**config.mk**
```make
export PLATFORM = sky130hd
export DESIGN_NAME = cyl_sqrt
export DESIGN_NICKNAME = d
export VERILOG_FILES = /design/src/sv/cyl_pkg.sv /design/src/sv/cyl_sqrt.sv
export SDC_FILE = /design/constraint.sdc
export NUM_CORES = 2
export LEC_CHECK = 0
export BUFFER_PORTS_ARGS = -buffer_cell sky130_fd_sc_hd__buf_2
export CAP_MARGIN = 15
export CORE_MARGIN = 5
export CORE_UTILIZATION = 50
export DETAILED_ROUTE_END_ITERATION = 16
export PLACE_DENSITY = 0.68
export SYNTH_ARGS = -nofsm -noshare
export SYNTH_HDL_FRONTEND = slang
export SYNTH_SLANG_ARGS = --single-unit
```
**constraint.sdc**
```tcl
create_clock -name clk -period 3.4 [get_ports clk]
set_input_delay 0.85 -clock clk [delete_from_list [all_inputs] [get_ports clk]]
set_output_delay 0.85 -clock clk [all_outputs]
set_load 0.02 [all_outputs]
```
**src/sv/cyl_pkg.sv**
```systemverilog
// Shared widths, default fraction bits and register indices for the cylinder
// support point block. No dependencies.
`default_nettype none
package cyl_pkg;

  localparam int unsigned DATA_W          = 32;
  localparam int unsigned RADIUS_W        = 31;
  localparam int unsigned HALF_HEIGHT_W   = 31;
  localparam int unsigned EPSILON_W       = 16;
  localparam int unsigned CFG_IDX_W       = 2;
  localparam int unsigned ROOT_W          = 32;
  localparam int unsigned QUO_W           = 31;
  localparam int unsigned DEFAULT_FRAC_BITS = 16;

  // Configuration register indices
  localparam logic [CFG_IDX_W-1:0] REG_RADIUS      = 2'd0;
  localparam logic [CFG_IDX_W-1:0] REG_HALF_HEIGHT = 2'd1;
  localparam logic [CFG_IDX_W-1:0] REG_EPSILON     = 2'd2;

endpackage
`default_nettype wire

```
**src/sv/cyl_sqrt.sv**
```systemverilog
// Pipelined integer square root, one result bit per stage (32 stages).
// Carries a sideband word alongside. Depends on cyl_pkg.
`default_nettype none
module cyl_sqrt import cyl_pkg::*; #(
  parameter int unsigned SIDE_W = 1
) (
  input  wire logic                  clk,
  input  wire logic                  rst,
  input  wire logic                  en,
  input  wire logic                  valid_in,
  input  wire logic [2*ROOT_W-1:0]   value,
  input  wire logic [SIDE_W-1:0]     side_in,
  output logic                       valid_out,
  output logic [ROOT_W-1:0]          root,
  output logic [SIDE_W-1:0]          side_out
);

  localparam int unsigned REM_W = ROOT_W + 2;

  logic [REM_W-1:0]    rem   [0:ROOT_W];
  logic [ROOT_W-1:0]   res   [0:ROOT_W];
  logic [2*ROOT_W-1:0] rest  [0:ROOT_W];
  logic [SIDE_W-1:0]   side  [0:ROOT_W];
  logic                vld   [0:ROOT_W];

  assign rem[0]  = '0;
  assign res[0]  = '0;
  assign rest[0] = value;
  assign side[0] = side_in;
  assign vld[0]  = valid_in;

  // One digit step per stage: bring down two bits, try subtracting 4q+1
  for (genvar k = 0; k < ROOT_W; k++) begin : g_step
    logic [REM_W+1:0] rem_sh;
    logic [REM_W+1:0] trial;
    logic             ge;
    always_comb begin
      rem_sh = {rem[k], rest[k][2*ROOT_W-1 -: 2]};
      trial  = {2'b00, res[k], 2'b01};
      ge     = rem_sh >= trial;
    end
    always_ff @(posedge clk) begin
      if (en) begin
        rem[k+1]  <= ge ? REM_W'(rem_sh - trial) : REM_W'(rem_sh);
        res[k+1]  <= {res[k][ROOT_W-2:0], ge};
        rest[k+1] <= {rest[k][2*ROOT_W-3:0], 2'b00};
        side[k+1] <= side[k];
      end
    end
    always_ff @(posedge clk) begin
      if (rst) begin
        vld[k+1] <= 1'b0;
      end else if (en) begin
        vld[k+1] <= vld[k];
      end
    end
  end

  assign valid_out = vld[ROOT_W];
  assign root      = res[ROOT_W];
  assign side_out  = side[ROOT_W];

endmodule
`default_nettype wire

```
==> summary.txt <==
Yosys
  • Synth Area per Inst: 12.9 um2
  • Synth top area cells: edfxtp_1, ha_1, xnor2_1
  • Area leader, netlist: edfxtp_1
  • Cells after Synth: 9307
  • Register area share after synthesis: 0.645
  • Synth top area share: 0.640
  • Post-synthesis async set-or-reset flop share: 0
  • Mapped Area: 0.120 mm2
  • Syn_nets: 9938
  • Synthesized flop and latch total: 2587
  • Post-synth top cells: edfxtp_1, inv_1, nand2_1
  • Number of synthesized flops with an enable pin: 2555
  • Cell with the most instances after synthesis: edfxtp_1
  • Yosys synthesis warning count: 0
  • Synth unique cells: 90
  • Top_reg_cell synth: edfxtp_1

Placement
  • Detailed placement HPWL: 186 mm
  • GPL Wtd Cong: 0.900
  • Setup WS pre-CTS: -0.308 ns
  • # port buffers: 102

Power
  • Clock power share: 0.324
  • Switch Pwr: 0.0257 W
  • Worst vdd ir: 510 uV
  • Comb power frac: 0.212
  • Sw Share: 0.278
  • P_leak: 53.2 nW
  • Sequential Power Share: 0.464
  • Cell Pwr Density: 668 mW/mm2
  • Cell-internal power: 0.0666 W

CTS
  • CTS tree: built
  • Post-CTS Hold Fix Bufs: 0
  • CTS Sinks: 2587
  • Maximum buffer depth of the clock tree: 4
  • Total CTS buffers: 291
  • Clk root buf: clkbuf_16
  • Clk slew on worst S/H paths: 0.06 ns
  • H-tree depth: 5
  • Latest clock arrival within the worst-skew pair: 0.91 ns

Timing
  • RSZ-0062 raised after global routing: yes
  • Final hold violation count: 0
  • Post-layout min period: 3.37 ns
  • Final Setup Violations: 0
  • Final WS setup: 0.0290 ns
  • Clock skew: 0.0780 ns
  • Setup TNS: 0 ns
  • Slew Viols, Final: 0
  • Period utilization: 0.991
  • Slew Limit Headroom: 0.434
  • Peak Freq: 297 MHz
  • Worst Tran Pin Value: 0.827 ns

Floorplan
  • Die Area: 0.250 mm2
  • Site Rows: 179
  • Core ar.: 0.238 mm2
  • Die height: 500 um
  • I/O pins: 103
  • Die width: 500 um
  • Starting Density: 0.503

Critical path
  • Worst Setup End Kind: flip-flop
  • CP max-delay cell: or4_4
  • WP data required: 4.06 ns
  • Slowest cell delay on critical path: 0.54 ns
  • CP max FO: 7
  • Worst Setup Start Kind: flip-flop
  • Buf+Inv Stages, Crit Path: 0
  • Crit path cell chain: or4_4, or4b_4, or4_4, or3_4, or4b_4, nand3_4, nor2_4, nand3b_1, xnor2_1
  • CP arrival: 4.03 ns
  • Critical path's top delay family: simple AND/OR/NAND/NOR gates
  • Setup CP Type: reg2reg
  • R2r startpoint: g_step[4].rem_sh[25]
  • Crit path from: g_step[4].rem_sh[25]

Layout
  • # fillers: 19000
  • Area growth from synthesis to layout: 15.2%
  • Nets: 10700
  • Multi-input gate area: 0.0400 mm2
  • Sequential Area: 0.0774 mm2
  • Fraction of layout cells with a size suffix above 1: 0.128

Global routing
  • Vias in the first global route: 72800
  • Antenna violations before repair: 3
  • Total GRT Usage: 0.199
  • First-pass GRT wire length: 399 mm
  • Largest net degree at the start of global routing: 126
  • Remaining global-route overflow: 0

Min path
  • Worst Hold Class: in2reg
  • Worst Hold Launch: value[56]

Detailed routing
  • Drt wl/cell: 18.9 um
  • DRT iter0 DRCs: 5511
  • Drt pass-1 iters: 6
  • Via density: 5.49
  • Final ANT Viol Nets: 0
  • # DRC: 0
  • Vias: 73700
  • DRT Wirelength: 254 mm

Run
  • # Max-Cap Violations: 0

Run status
  • Status: finished clean
[cell families (layout without fill, tap and decap cells)]
kind of cell,count (synthesis),in the layout,share of synthesized area
and+or+nand+nor,2433,2433,0.101
adders and majority gates,562,562,0.0586
xor gates and xnor gates,837,837,0.0611
muxes,103,103,0.00919
other,1,4,0.0000313
DFF,2587,2587,0.645
buffers and inverters,915,1862,0.0287
AOI/OAI and AO/OA,1869,1869,0.0966
[layout make-up]
| cell class | instances | area share |
|---|---|---|
| Inverter | 725 | 0.0197 |
| Clock inverter | 136 | 0.00971 |
| Sequential cell | 2587 | 0.560 |
| Antenna cell | 3 | 0.0000543 |
| Clock buffer | 364 | 0.0558 |
| Multi-Input combinational cell | 5805 | 0.290 |
| Tap cell | 3167 | 0.0287 |
| Timing Repair Buffer | 637 | 0.0362 |
[routing by layer]
metal | GRT usage | wire, um
met1 | 0.262 | 111000
met2 | 0.348 | 127000
met3 | 0.0251 | 9330
met4 | 0.0574 | 7090
met5 | 0 | 0
[metrics by stage]
step           utilization  instance area, um2  power, W  cells  hold slack [ns]
3_3_place_gp         0.537              128000    0.0623  12900            0.400
3_5_place_dp         0.537              128000    0.0625  12900            0.405
5_1_grt              0.580              138000    0.0971  13400           0.0301
4_1_cts              0.576              137000    0.0929  13400           0.0145
6_report             0.580              138000    0.0923  13400            0.101
2_1_floorplan            -              120000    0.0555   9307            0.400
[power groups by stage]
stage               clock (W)  combinational [W]  sequential, W
floorplan                   0             0.0132         0.0423
global placement            0             0.0188         0.0434
detailed placement          0             0.0191         0.0435
CTS                    0.0308             0.0193         0.0429
global route           0.0322             0.0217         0.0432
finish                 0.0299             0.0196         0.0428
[state kept, by name, summed over array words and instances, names as in the netlist]
name           count
g_step.rem_sh   1065
rest             930
g_step.trial     496
root              32
side              31
vld               31
side_out           1
valid_out          1
[worst paths after layout]
path | to | slack, ns | depth (start not counted)
max | g_step[5].rem_sh[29] | 0.03 | 9
min | rest[2042] | 0.10 | 1
max reg2reg | g_step[5].rem_sh[29] | 0.03 | 9
min reg2reg | rest[1719] | 0.40 | 0
[cells in the final DEF (no fill, tap or decap), drive strengths merged, types with 121 or more instances in the layout]
| cell type | synthesis | final |
|---|---|---|
| xnor2 | 435 | 435 |
| o21ai | 496 | 496 |
| nand3 | 160 | 160 |
| edfxtp | 2555 | 2555 |
| buf | 16 | 633 |
| inv | 725 | 734 |
| nor4 | 121 | 121 |
| nor2 | 576 | 576 |
| nor3 | 235 | 235 |
| nand2 | 614 | 614 |
| ha | 562 | 562 |
| nand2b | 129 | 129 |
| xor2 | 402 | 402 |
| clkbuf | 174 | 368 |
| a21oi | 573 | 573 |
| a21o | 238 | 238 |
[worst register-to-register path, delay by kind of cell (launching register included)]
kind | cells | cell delay (ns)
XOR/XNOR | 1 | 0.08
flip-flops | 1 | 0.38
AND/OR/NAND/NOR | 8 | 2.66
[what timing repair did]
| action | CTS | global route |
|---|---|---|
| setup buffers | 5 | 29 |
| cloned | 0 | 2 |
| setup endpoints to repair | 114 | 394 |
| pin swaps | 5 | 35 |
| gates resized for setup | 30 | 158 |
Note: power is estimated with default switching activity, not from simulation.
