--- src/sv/cyl_pkg.sv ---
// Shared widths, default fraction bits and register indices for the cylinder
// support point block. No dependencies.
`default_nettype none
package cyl_pkg;

  localparam int unsigned DATA_W          = 32;
  localparam int unsigned RADIUS_W        = 31;
  localparam int unsigned HALF_HEIGHT_W   = 31;
  localparam int unsigned EPSILON_W       = 16;
  localparam int unsigned CFG_IDX_W       = 2;
  localparam int unsigned ROOT_W          = 32;
  localparam int unsigned QUO_W           = 31;
  localparam int unsigned DEFAULT_FRAC_BITS = 16;

  // Configuration register indices
  localparam logic [CFG_IDX_W-1:0] REG_RADIUS      = 2'd0;
  localparam logic [CFG_IDX_W-1:0] REG_HALF_HEIGHT = 2'd1;
  localparam logic [CFG_IDX_W-1:0] REG_EPSILON     = 2'd2;

endpackage
`default_nettype wire

--- src/sv/cyl_div.sv ---
// Pipelined restoring divider, one quotient bit per stage (31 stages).
// Needs num < den * 2^31. Carries a sideband word. Depends on cyl_pkg.
`default_nettype none
module cyl_div import cyl_pkg::*; #(
  parameter int unsigned SIDE_W = 1
) (
  input  wire logic                       clk,
  input  wire logic                       rst,
  input  wire logic                       en,
  input  wire logic                       valid_in,
  input  wire logic [ROOT_W+QUO_W-1:0]    num,
  input  wire logic [ROOT_W-1:0]          den,
  input  wire logic [SIDE_W-1:0]          side_in,
  output logic                            valid_out,
  output logic [QUO_W-1:0]                quo,
  output logic [SIDE_W-1:0]               side_out
);

  logic [ROOT_W-1:0] rem  [0:QUO_W];
  logic [QUO_W-1:0]  low  [0:QUO_W];
  logic [ROOT_W-1:0] dv   [0:QUO_W];
  logic [QUO_W-1:0]  q    [0:QUO_W];
  logic [SIDE_W-1:0] side [0:QUO_W];
  logic              vld  [0:QUO_W];

  // Upper half is already below the divisor, so start from it
  assign rem[0]  = num[ROOT_W+QUO_W-1:QUO_W];
  assign low[0]  = num[QUO_W-1:0];
  assign dv[0]   = den;
  assign q[0]    = '0;
  assign side[0] = side_in;
  assign vld[0]  = valid_in;

  for (genvar k = 0; k < QUO_W; k++) begin : g_step
    logic [ROOT_W:0] rs;
    logic            ge;
    always_comb begin
      rs = {rem[k], low[k][QUO_W-1]};
      ge = rs >= {1'b0, dv[k]};
    end
    always_ff @(posedge clk) begin
      if (en) begin
        rem[k+1]  <= ge ? ROOT_W'(rs - {1'b0, dv[k]}) : ROOT_W'(rs);
        low[k+1]  <= {low[k][QUO_W-2:0], 1'b0};
        dv[k+1]   <= dv[k];
        q[k+1]    <= {q[k][QUO_W-2:0], ge};
        side[k+1] <= side[k];
      end
    end
    always_ff @(posedge clk) begin
      if (rst) begin
        vld[k+1] <= 1'b0;
      end else if (en) begin
        vld[k+1] <= vld[k];
      end
    end
  end

  assign valid_out = vld[QUO_W];
  assign quo       = q[QUO_W];
  assign side_out  = side[QUO_W];

endmodule
`default_nettype wire

--- config.mk ---
export PLATFORM = sky130hd
export DESIGN_NAME = cyl_div
export DESIGN_NICKNAME = d
export VERILOG_FILES = /design/src/sv/cyl_pkg.sv /design/src/sv/cyl_div.sv
export SDC_FILE = /design/constraint.sdc
export NUM_CORES = 2
export LEC_CHECK = 0
export BUFFER_PORTS_ARGS = -buffer_cell sky130_fd_sc_hd__clkbuf_2
export CAP_MARGIN = 10
export CORE_MARGIN = 4
export CORE_UTILIZATION = 50
export CTS_BUF_LIST = sky130_fd_sc_hd__clkbuf_16
export DETAILED_ROUTE_END_ITERATION = 8
export PLACE_DENSITY_LB_ADDON = 0.1
export SLEW_MARGIN = 25
export SYNTH_ARGS = -nofsm -noshare
export SYNTH_HDL_FRONTEND = slang
export SYNTH_SLANG_ARGS = --single-unit
--- constraint.sdc ---
create_clock -name clk -period 5.8 [get_ports clk]
set_input_delay 1.45 -clock clk [delete_from_list [all_inputs] [get_ports clk]]
set_output_delay 1.45 -clock clk [all_outputs]
set_load 0.1 [all_outputs]
==> summary.txt <==
Layout
  • Design area: 0.167 mm^2
  • Area Overhead vs Synth: 10.7%
  • Non-filler instance count after layout: 16900
  • Reg area: 0.0881 mm^2
  • FILL cells: 25000
  • Final Util: 55.7%
  • Multi-input logic area: 0.0570 mm^2
  • Final net count: 13800
  • Layout cell share with drive strength beyond 1: 9.30%

Clock tree
  • Root Buffer Master: clkbuf_16
  • Clock transition at path regs: 0.06 ns
  • Post-CTS Setup Inserts: 0
  • Hold_buf cts: 0
  • Clock buffers created by TritonCTS: 324
  • H-tree level count: 5
  • CTS sink cnt: 2943
  • CTS Buffer Depth: 4
  • Clk_lat worst skew: 0.92 ns
  • Post-CTS sizing: 0
  • CTS tree: yes

Place
  • Dpl hpwl: 264 mm
  • Placed instance area: 0.156 mm^2
  • Gpl congestion: 0.903
  • Setup WS pre-CTS: 0.850 ns
  • # placed instances: 16300
  • Port Buffers: 132

Die
  • Die width: 557 um
  • Die H: 557 um
  • Full die area: 0.311 mm^2
  • Boundary Pins: 133
  • Core Area: 0.300 mm^2
  • Initial Util: 50.3%
  • Rows: 201

Pwr
  • PwrDens: 568 mW/mm^2
  • Tot Pwr: 94.8 mW
  • VDD IR max: 0.299 mV
  • P_leak: 67.6 nW

STA
  • Fin. Hold Viols: 0
  • Setup TNS: 0 ns
  • Final worst slack: 1.34 ns
  • Fin. max-slew vios: 0
  • Unrepaired setup endpoints after global routing: no
  • Worst Skew: 0.0545 ns
  • Slew HR: 32.6%
  • Worst-Margin Slew: 0.998 ns
  • WHS: 0.402 ns
  • Final Critical Period: 4.46 ns
  • Fin crit share: 76.9%
  • Max Fclk: 224 MHz
  • Endpoints failing setup: 0

Logic synthesis
  • Count leader, synth: edfxtp_1
  • Commonest cells in the netlist: 2912 x edfxtp_1, 1246 x inv_1, 992 x ha_1
  • Yosys reg bits: 2943
  • Post-synth top flop: edfxtp_1
  • Syn Area/Cell: 12.2 um^2
  • Gate Count Post-Synth: 12400
  • Synth area leaders: edfxtp_1 58%, ha_1 8.2%, inv_1 3.1%, a21oi_1 3.0%, mux2_2 2.9%
  • Distinct cells, synth: 98
  • Syn. warnings: 0
  • Synth top area share: 58.0%
  • Post-synth ARST share: 0%
  • Post-synth EDFFs: 2912
  • Register area share after synthesis: 58.4%
  • Post-synthesis cell area: 0.151 mm^2
  • Post-Syn Nets: 13500
  • Top cell type by total area after synthesis: edfxtp_1

Critical path
  • CP Buf/Inv Count: 3
  • Worst-path cell chain: inv_1 > ha_1 > nor2b_1 > o21ai_0 > a21boi_1 > o32ai_1 > o21a_1 > o2111ai_1 > a21oi_1 > o41ai_2 > a41oi_1 > clkinv_1 > buf_4 > mux2_2
  • Critical register-to-register path endpoint: g_step[29].rs[6]
  • Critical Path End Type: flop
  • Worst R2R Path Depth: 14
  • Startpoint types: flop
  • R2r setup slk: 1.34 ns
  • Start-to-end type of the worst setup path: flop to flop
  • Worst path required time: 6.45 ns
  • Slowest cell delay on critical path: 0.54 ns
  • CP delay by family, top: compound AO/OA/AOI/OAI gates
  • FF-to-FF Start: dv[97]
  • CP max-delay cell: o32ai_1
  • Max Fanout on Critical Path: 56
  • CP arrival: 5.11 ns

Drt
  • DRC violations left: 0
  • Routed len/inst: 20.9 um
  • Via density: 5.60
  • DRT iter0 DRCs: 7341
  • Post-route ant nets: 0
  • Detailed Routing Iterations Pass 1: 7
  • WL final: 352 mm
  • DR vias: 94500

Outcome
  • Status: finished clean

Worst hold path
  • Worst Hold Path Cells: 0
  • Min-delay worst type: flop to flop
  • Critical hold path startpoint: q[404]
  • Hold Path End: q[374]

Global route
  • GR Overflow Total: 0
  • Largest net degree at the start of global routing: 151
  • Vias in the first global route: 93400
  • First-pass GRT wire length: 542 mm
  • Antenna violations before repair: 3
  • GR Util All Layers: 22.2%

Flow run
  • Max-cap violations: 0
where the power goes:
part / switching (mW) / total, mW / internal [mW]
Combinational: 22.9 / 40.4 / 17.5
Sequential: 3.27 / 33.9 / 30.7
Clock: 8.66 / 20.4 / 11.8
Total: 34.8 / 94.8 / 60.0
area by class of cell:
type                       instances  share of cell area (%)
inverter                        1246                    2.80
antenna                            3                 0.00449
tap                             3958                    2.96
timing repair buffer             226                    1.03
clock inverter                   266                    1.50
multi-input combinational       7913                    34.1
sequential                      2943                    52.7
clock buffer                     326                    4.88
worst reg2reg max path: stages (launching register included):
cell,delay [ns]
edfxtp_1,0.46
inv_1,0.07
ha_1,0.31
nor2b_1,0.13
o21ai_0,0.21
a21boi_1,0.12
o32ai_1,0.54
o21a_1,0.23
o2111ai_1,0.14
a21oi_1,0.45
o41ai_2,0.22
a41oi_1,0.46
clkinv_1,0.12
buf_4,0.32
mux2_2,0.41
flip-flops by register name (all words and copies together) (netlist names):
name,count
q,465
quo,31
side_out,1
vld,30
side,30
g_step.rs,990
dv,960
low,435
valid_out,1
cell usage in the layout, fill, tap and decap left out, types with 31 or more instances in the layout:
cell	synthesis	routed
or2_2	34	34
nand4_1	175	175
mux2_2	388	388
nor3_1	136	136
o21bai_1	122	122
nor2b_1	146	146
nand3_1	138	138
nand2b_1	99	99
and3_1	82	82
clkbuf_16	0	326
clkbuf_2	0	131
a21o_1	555	555
clkinv_2	0	52
o31ai_1	45	44
dfxtp_1	31	31
nand2_1	861	860
bufinv_16	0	32
inv_1	1246	1301
nor2_1	604	604
o211ai_1	44	44
a31oi_1	98	95
buf_4	43	68
o21a_1	113	113
o21ai_0	798	798
a21oi_1	894	893
a21boi_0	41	41
clkinv_1	0	61
nor4_1	31	31
or3_1	31	31
a211oi_1	65	61
mux2i_1	58	58
edfxtp_1	2912	2912
o21ai_1	39	37
and2_1	37	37
xor2_1	328	328
xnor2_1	495	495
ha_1	992	992
kinds of logic after synthesis:
group	count (synthesis)	share of synthesized area [%]
DFF	2943	58.4
and+or+nand+nor	2469	7.71
xor gates and xnor gates	823	4.78
muxes	472	3.48
buffers and inverters	1555	4.03
adders and majority gates	1022	8.63
AOI/OAI and AO/OA	3127	13.0
layer usage:
metal | up-vias | track usage (%) | wire [um]
met2 | 1898 | 39.3 | 177000
met5 | - | 0 | 0
met4 | 0 | 5.91 | 9720
met1 | 45900 | 29.1 | 153000
met3 | 523 | 2.53 | 12900
li1 | 46100 | - | -
worst max path at each step:
stage,startpoint,endpoint,cells after the start
global route,dv[97],g_step[29].rs[6],14
CTS,g_step[17].rs[7],g_step[18].rs[6],13
floorplan,den[2],g_step[1].rs[31],13
detailed placement,den[2],g_step[1].rs[31],15
global placement,num[30],g_step[1].rs[31],16
finish,dv[97],g_step[29].rs[6],14
Power figures use the tool's default switching activity.
